### src/hw/rtl/tdag_pkg.sv
// Shared types and constants for the tensor diagonal address generator.
`timescale 1ns / 1ps
package tdag_pkg;

  localparam int MAX_RANK    = 4;
  localparam int DIM_BITS    = 16;
  localparam int IDX_W       = 48;
  localparam int W_W         = IDX_W - DIM_BITS;
  localparam int RANK_W      = 3;
  localparam int AX_W        = 3;
  localparam int OFF_W       = 17;
  localparam int CFG_IDX_W   = 3;
  localparam int CFG_DATA_W  = 17;
  localparam int RIDX_W      = $clog2(MAX_RANK);
  localparam int STEPS       = 4;
  localparam int DIV1_STAGES = W_W / STEPS;
  localparam int DIV2_STAGES = DIM_BITS / STEPS;
  localparam int NUM_DIV     = DIV1_STAGES + DIV2_STAGES;
  localparam int OK_STAGE    = 3;
  localparam int ADDR_STAGES = 5;
  localparam int PIPE_LAT    = 1 + NUM_DIV + ADDR_STAGES;

  typedef enum logic [CFG_IDX_W-1:0] {
    REG_INPUT_RANK  = 3'd0,
    REG_DIM_SIZE_0  = 3'd1,
    REG_DIM_SIZE_1  = 3'd2,
    REG_DIM_SIZE_2  = 3'd3,
    REG_DIM_SIZE_3  = 3'd4,
    REG_FIRST_AXIS  = 3'd5,
    REG_SECOND_AXIS = 3'd6,
    REG_DIAG_OFFSET = 3'd7
  } cfg_reg_t;

  // Which coordinate feeds a source dimension.
  typedef enum logic [2:0] {
    SEL_NONE,
    SEL_AX1,
    SEL_AX2,
    SEL_HI,
    SEL_MID
  } coord_sel_t;

  typedef struct packed {
    logic                vld;
    logic                ok;
    logic [DIM_BITS-1:0] rem;
    logic [W_W-1:0]      w;
    logic [DIM_BITS-1:0] diag;
  } div_pipe_t;

  typedef struct packed {
    logic [DIM_BITS-1:0]                  o1;
    logic [DIM_BITS-1:0]                  o2;
    logic [IDX_W-1:0]                     cnt;
    logic [DIM_BITS-1:0]                  pos_off;
    logic [DIM_BITS-1:0]                  neg_off;
    coord_sel_t [MAX_RANK-1:0]            sel;
    logic [MAX_RANK-1:0][IDX_W-1:0]       stride;
  } cfg_drv_t;

endpackage

### src/hw/rtl/tdag_div_stage.sv
// One divider pipeline stage: four restoring quotient bits per clock.
`timescale 1ns / 1ps
module tdag_div_stage (
  input  logic                          clk,
  input  logic                          rst_n,
  input  tdag_pkg::div_pipe_t           stage_in,
  input  logic [tdag_pkg::DIM_BITS-1:0] divisor,
  output tdag_pkg::div_pipe_t           stage_out
);
  import tdag_pkg::*;

  logic [DIM_BITS-1:0] r;
  logic [W_W-1:0]      w;
  logic [DIM_BITS:0]   t;
  div_pipe_t           stage_nxt;
  div_pipe_t           stage_r;

  always_comb begin
    r = stage_in.rem;
    w = stage_in.w;
    t = '0;
    for (int s = 0; s < STEPS; s++) begin
      t = {r, w[W_W-1]};
      w = {w[W_W-2:0], 1'b0};
      if (t >= {1'b0, divisor}) begin
        t    = t - {1'b0, divisor};
        w[0] = 1'b1;
      end
      r = t[DIM_BITS-1:0];
    end
    stage_nxt     = stage_in;
    stage_nxt.rem = r;
    stage_nxt.w   = w;
  end

  always_ff @(posedge clk) begin
    if (!rst_n) begin
      stage_r.vld <= 1'b0;
    end else begin
      stage_r <= stage_nxt;
    end
  end

  assign stage_out = stage_r;

endmodule

### config.mk
export PLATFORM = sky130hd
export DESIGN_NAME = tdag_div_stage
export DESIGN_NICKNAME = d
export VERILOG_FILES = /design/src/hw/rtl/tdag_pkg.sv /design/src/hw/rtl/tdag_div_stage.sv
export SDC_FILE = /design/constraint.sdc
export NUM_CORES = 1
export LEC_CHECK = 0
export BUFFER_PORTS_ARGS = -buffer_cell sky130_fd_sc_hd__buf_2
export CAP_MARGIN = 25
export CORE_AREA = 3 3 96 117
export CTS_BUF_LIST = sky130_fd_sc_hd__clkbuf_16
export DETAILED_ROUTE_END_ITERATION = 8
export DIE_AREA = 0 0 99 120
export PLACE_DENSITY = 0.82
export SLEW_MARGIN = 20
export SYNTH_ARGS = -nofsm -noshare
export SYNTH_HDL_FRONTEND = slang
export SYNTH_SLANG_ARGS = --single-unit
### constraint.sdc
create_clock -name clk -period 17.46 [get_ports clk]
set_input_delay 0.873 -clock clk [delete_from_list [all_inputs] [get_ports clk]]
set_output_delay 0.873 -clock clk [all_outputs]
set_load 0.01 [all_outputs]
==> impl_results.html <==
<table>
<tr><th>Metric</th><th>Value</th></tr>
<tr><th colspan="2">Run status</th></tr>
<tr><td>Result of the run</td><td>finished, final reports clean</td></tr>
<tr><th colspan="2">Run</th></tr>
<tr><td>Reported max-cap violation count</td><td>0</td></tr>
<tr><th colspan="2">Drt</th></tr>
<tr><td>Average wire length per cell after detail routing</td><td>about 19 um</td></tr>
<tr><td>Post-detailed-route count of antenna-violating nets</td><td>0</td></tr>
<tr><td>Residual DRC</td><td>0</td></tr>
<tr><td>DR vias</td><td>about 4800</td></tr>
<tr><td>First-pass detailed-route iteration total</td><td>5</td></tr>
<tr><td>Starting DRC count in detailed routing</td><td>239</td></tr>
<tr><td>Per-cell via count in the routed design</td><td>a little under 6</td></tr>
<tr><td>Final Routed Wirelength</td><td>about 16 mm</td></tr>
<tr><th colspan="2">Cells and area</th></tr>
<tr><td># diodes</td><td>0</td></tr>
<tr><td>Growth of design area from synthesis to finish</td><td>20.85%</td></tr>
<tr><td>Number of cells in the finished layout apart from fillers</td><td>just over 800</td></tr>
<tr><td>Flip-flop count of the largest register, all copies and words added</td><td>66</td></tr>
<tr><td>Fin nets</td><td>829</td></tr>
<tr><td>Fraction of layout cells with a size suffix above 1</td><td>0.3294</td></tr>
<tr><th colspan="2">Global routing</th></tr>
<tr><td>Number of global-route vias before repair</td><td>between 4000 and 5000</td></tr>
<tr><td>Wire length of the first global-routing pass</td><td>24.22 mm</td></tr>
<tr><td>Remaining global-route overflow</td><td>0</td></tr>
<tr><td>Antenna violations before repair</td><td>0</td></tr>
<tr><td>Maximum number of pins on one net before global-route repair</td><td>67</td></tr>
<tr><td>Total global-route track usage</td><td>0.2603</td></tr>
<tr><th colspan="2">Floorplanning</th></tr>
<tr><td>Initial core utilization</td><td>0.5407</td></tr>
<tr><td>Full die area</td><td>~12000 um2</td></tr>
<tr><td>Area of the core region</td><td>between 10000 and 15000 um2</td></tr>
<tr><td>Total I/O pin count</td><td>150</td></tr>
<tr><td>Horizontal die dimension</td><td>99 um</td></tr>
<tr><td>Die boundary height</td><td>between 100 and 150 um</td></tr>
<tr><td>Number of rows in the core area</td><td>slightly above 40</td></tr>
<tr><th colspan="2">STA</th></tr>
<tr><td>Final setup TNS</td><td>0 ns</td></tr>
<tr><td>RSZ-0062 raised after global routing</td><td>no</td></tr>
<tr><td>Share of the clock period used by the worst path</td><td>0.6552</td></tr>
<tr><td>Highest Clock Rate</td><td>roughly 87 MHz</td></tr>
<tr><td>Post-layout minimum cycle time</td><td>11.44 ns</td></tr>
<tr><td>Actual slew at the worst max-slew pin</td><td>0.8757 ns</td></tr>
<tr><td>Number of slew-limit violations in the final report</td><td>0</td></tr>
<tr><td>Final setup violating endpoints</td><td>0</td></tr>
<tr><td>Worst rel slew slack</td><td>0.4162</td></tr>
<tr><td>Hold violation total from the final report</td><td>0</td></tr>
<tr><th colspan="2">Clock tree</th></tr>
<tr><td># H-tree levels</td><td>3</td></tr>
<tr><td>Buffer levels on the longest clock path</td><td>2</td></tr>
<tr><td>CTS tree</td><td>done</td></tr>
<tr><td>Count of buffers added by post-CTS timing repair for setup</td><td>0</td></tr>
<tr><td>Register clock-pin slew on the reported worst setup and hold paths</td><td>0.05 ns</td></tr>
<tr><td>Number of CTS-inserted buffers</td><td>9</td></tr>
<tr><td>Clock root cell</td><td>clkbuf_16</td></tr>
<tr><td>Post-CTS Hold Fix Bufs</td><td>0</td></tr>
<tr><td>Number of sinks driven by the clock tree</td><td>66</td></tr>
<tr><td>CTS-repair resized insts</td><td>0</td></tr>
<tr><th colspan="2">Yosys</th></tr>
<tr><td>Flip-flop cell with the highest count after synthesis</td><td>edfxtp_1</td></tr>
<tr><td>Syn avg cell area</td><td>about 11 um2</td></tr>
<tr><td>Count of state elements after synthesis</td><td>66</td></tr>
<tr><td>Synthesized area</td><td>roughly 5600 um2</td></tr>
<tr><td>Biggest area consumer among synthesized cells</td><td>edfxtp_1</td></tr>
<tr><td>Number of synthesized flops with an enable pin</td><td>65</td></tr>
<tr><td>Top cells by instance count after synthesis</td><td>edfxtp_1 (65), ha_1 (64), a21oi_1 (40), xnor2_1 (37), inv_1 (35)</td></tr>
<tr><td>Library cell with the highest instance count after synthesis</td><td>edfxtp_1</td></tr>
<tr><td>Number of standard cells after synthesis</td><td>approximately 520</td></tr>
<tr><td>Cell types occupying the most area after synthesis</td><td>edfxtp_1 (35%), ha_1 (14%), mux2_2 (6.5%)</td></tr>
<tr><td>Count of yosys warnings during synthesis</td><td>0</td></tr>
<tr><td>Syn_nets</td><td>roughly 670</td></tr>
<tr><td>Area share of the leading cell type in the synthesized netlist</td><td>0.3501</td></tr>
<tr><td>Share of the yosys chip area belonging to registers</td><td>0.3537</td></tr>
<tr><td>Async SR Flop Fraction</td><td>0</td></tr>
<tr><td>Post-synth cell types</td><td>60</td></tr>
<tr><th colspan="2">Critical path</th></tr>
<tr><td>First element of the critical path</td><td>divisor[1]</td></tr>
<tr><td>Worst Setup Path Type</td><td>in -&gt; reg</td></tr>
<tr><td>Critical path's largest stage delay</td><td>0.69 ns</td></tr>
<tr><td>Top fanout value on the critical path</td><td>24</td></tr>
<tr><td>Endpoint arrival time on the critical path</td><td>about 12 ns</td></tr>
<tr><td>Critical Path Slowest Stage Cell</td><td>or2_1</td></tr>
<tr><td>Data required time at the worst endpoint</td><td>about 18 ns</td></tr>
<tr><td>Critical path destination</td><td>stage_out[60]</td></tr>
<tr><td>Crit path launch type</td><td>primary input</td></tr>
<tr><td>Crit-path most repeated cell</td><td>ha_1</td></tr>
<tr><td>Worst setup EP type</td><td>flip-flop</td></tr>
<tr><th colspan="2">Place</th></tr>
<tr><td>Routability congestion estimate</td><td>0.9507</td></tr>
<tr><td>Placed wire-length estimate</td><td>between 10 and 15 mm</td></tr>
<tr><td>Count of input and output buffers</td><td>about 150</td></tr>
<tr><td>Number of instances in the placed design</td><td>between 700 and 800</td></tr>
<tr><th colspan="2">Pwr</th></tr>
<tr><td>Peak supply drop</td><td>between 0.09 and 0.1 mV</td></tr>
<tr><td>Reported leakage power</td><td>about 0.0031 uW</td></tr>
<tr><td>Ratio of total power to cell area</td><td>around 210 nW/um2</td></tr>
<tr><th colspan="2">Hold path</th></tr>
<tr><td>Path category of the worst min-delay check</td><td>in -&gt; reg</td></tr>
<tr><td>Hold_sp</td><td>stage_in[30]</td></tr>
</table>
==> cell families after synthesis <==
group / share of synthesized area
xor+xnor: 0.07855
buf+inv: 0.03254
simple gates: 0.1111
fa+ha+maj: 0.1580
compound gates: 0.1522
flops: 0.3537
mux: 0.1140
==> layout make-up <==
type                            count  area, um2
Timing Repair Buffer              150      753.2
Inverter                           35      131.4
Clock buffer                        9      225.2
Clock inverter                      5      72.57
Fill cell                         833       3573
Tap cell                          129      161.4
Multi-Input combinational cell    415       3422
Sequential cell                    66       1972
==> report_power, final <==
| part | internal, uW | leakage [uW] | total (uW) | switching [uW] |
|---|---|---|---|---|
| Combinational | 495 | 0.00230 | 974 | 479 |
| Clock | 122 | 0.000150 | 182 | 59.7 |
| Sequential | 246 | 0.000645 | 256 | 10.4 |
==> per-stage QoR <==
step                hold slack, ns  instance area (um2)  power (uW)  setup WS [ns]  utilization
global route                0.7097                 6738        1512          5.260       0.6534
floorplan                   0.9719                 5575        1033          7.532            -
detailed placement           1.051                 6440        1217          5.748       0.6246
finish                      0.7224                 6738        1412          6.021       0.6534
global placement             1.050                 6440        1179          6.159       0.6246
CTS                         0.7135                 6738        1406          6.120       0.6534
==> critical path: cells and delay by family <==
kind | cells | cell delay (ns)
AOI/OAI and AO/OA | 18 | 4.85
adders and majority gates | 4 | 1.29
and+or+nand+nor | 10 | 2.72
muxes | 3 | 1.27
buffers and inverters | 3 | 0.48
==> placed cells by master, fill, tap and decap left out, drive strengths merged, types with 9 or more instances in the layout <==
cell type / netlist / routed
ha: 64 / 64
o21ai: 19 / 19
clkbuf: 1 / 9
buf: 5 / 150
xor2: 13 / 13
nor2: 34 / 34
nand2: 16 / 16
nor2b: 12 / 12
inv: 35 / 36
mux2: 47 / 47
xnor2: 37 / 37
a21oi: 42 / 42
a21o: 17 / 17
edfxtp: 65 / 65
==> worst min-delay path by stage <==
stage / end / cells after the start
final: stage_out[34] / 1
after detailed placement: stage_out[8] / 1
after global placement: stage_out[20] / 1
after global routing: stage_out[64] / 1
after CTS: stage_out[34] / 1
after floorplan: stage_out[0] / 0
==> per-layer routing <==
metal,vias up,track usage,routed length [um]
met5,-,0,0
met4,0,0.1153,521
met3,35,0.04593,955
met2,206,0.4643,7912
met1,2291,0.3017,6210
li1,2267,-,-
(Power assumes the default switching activity.)
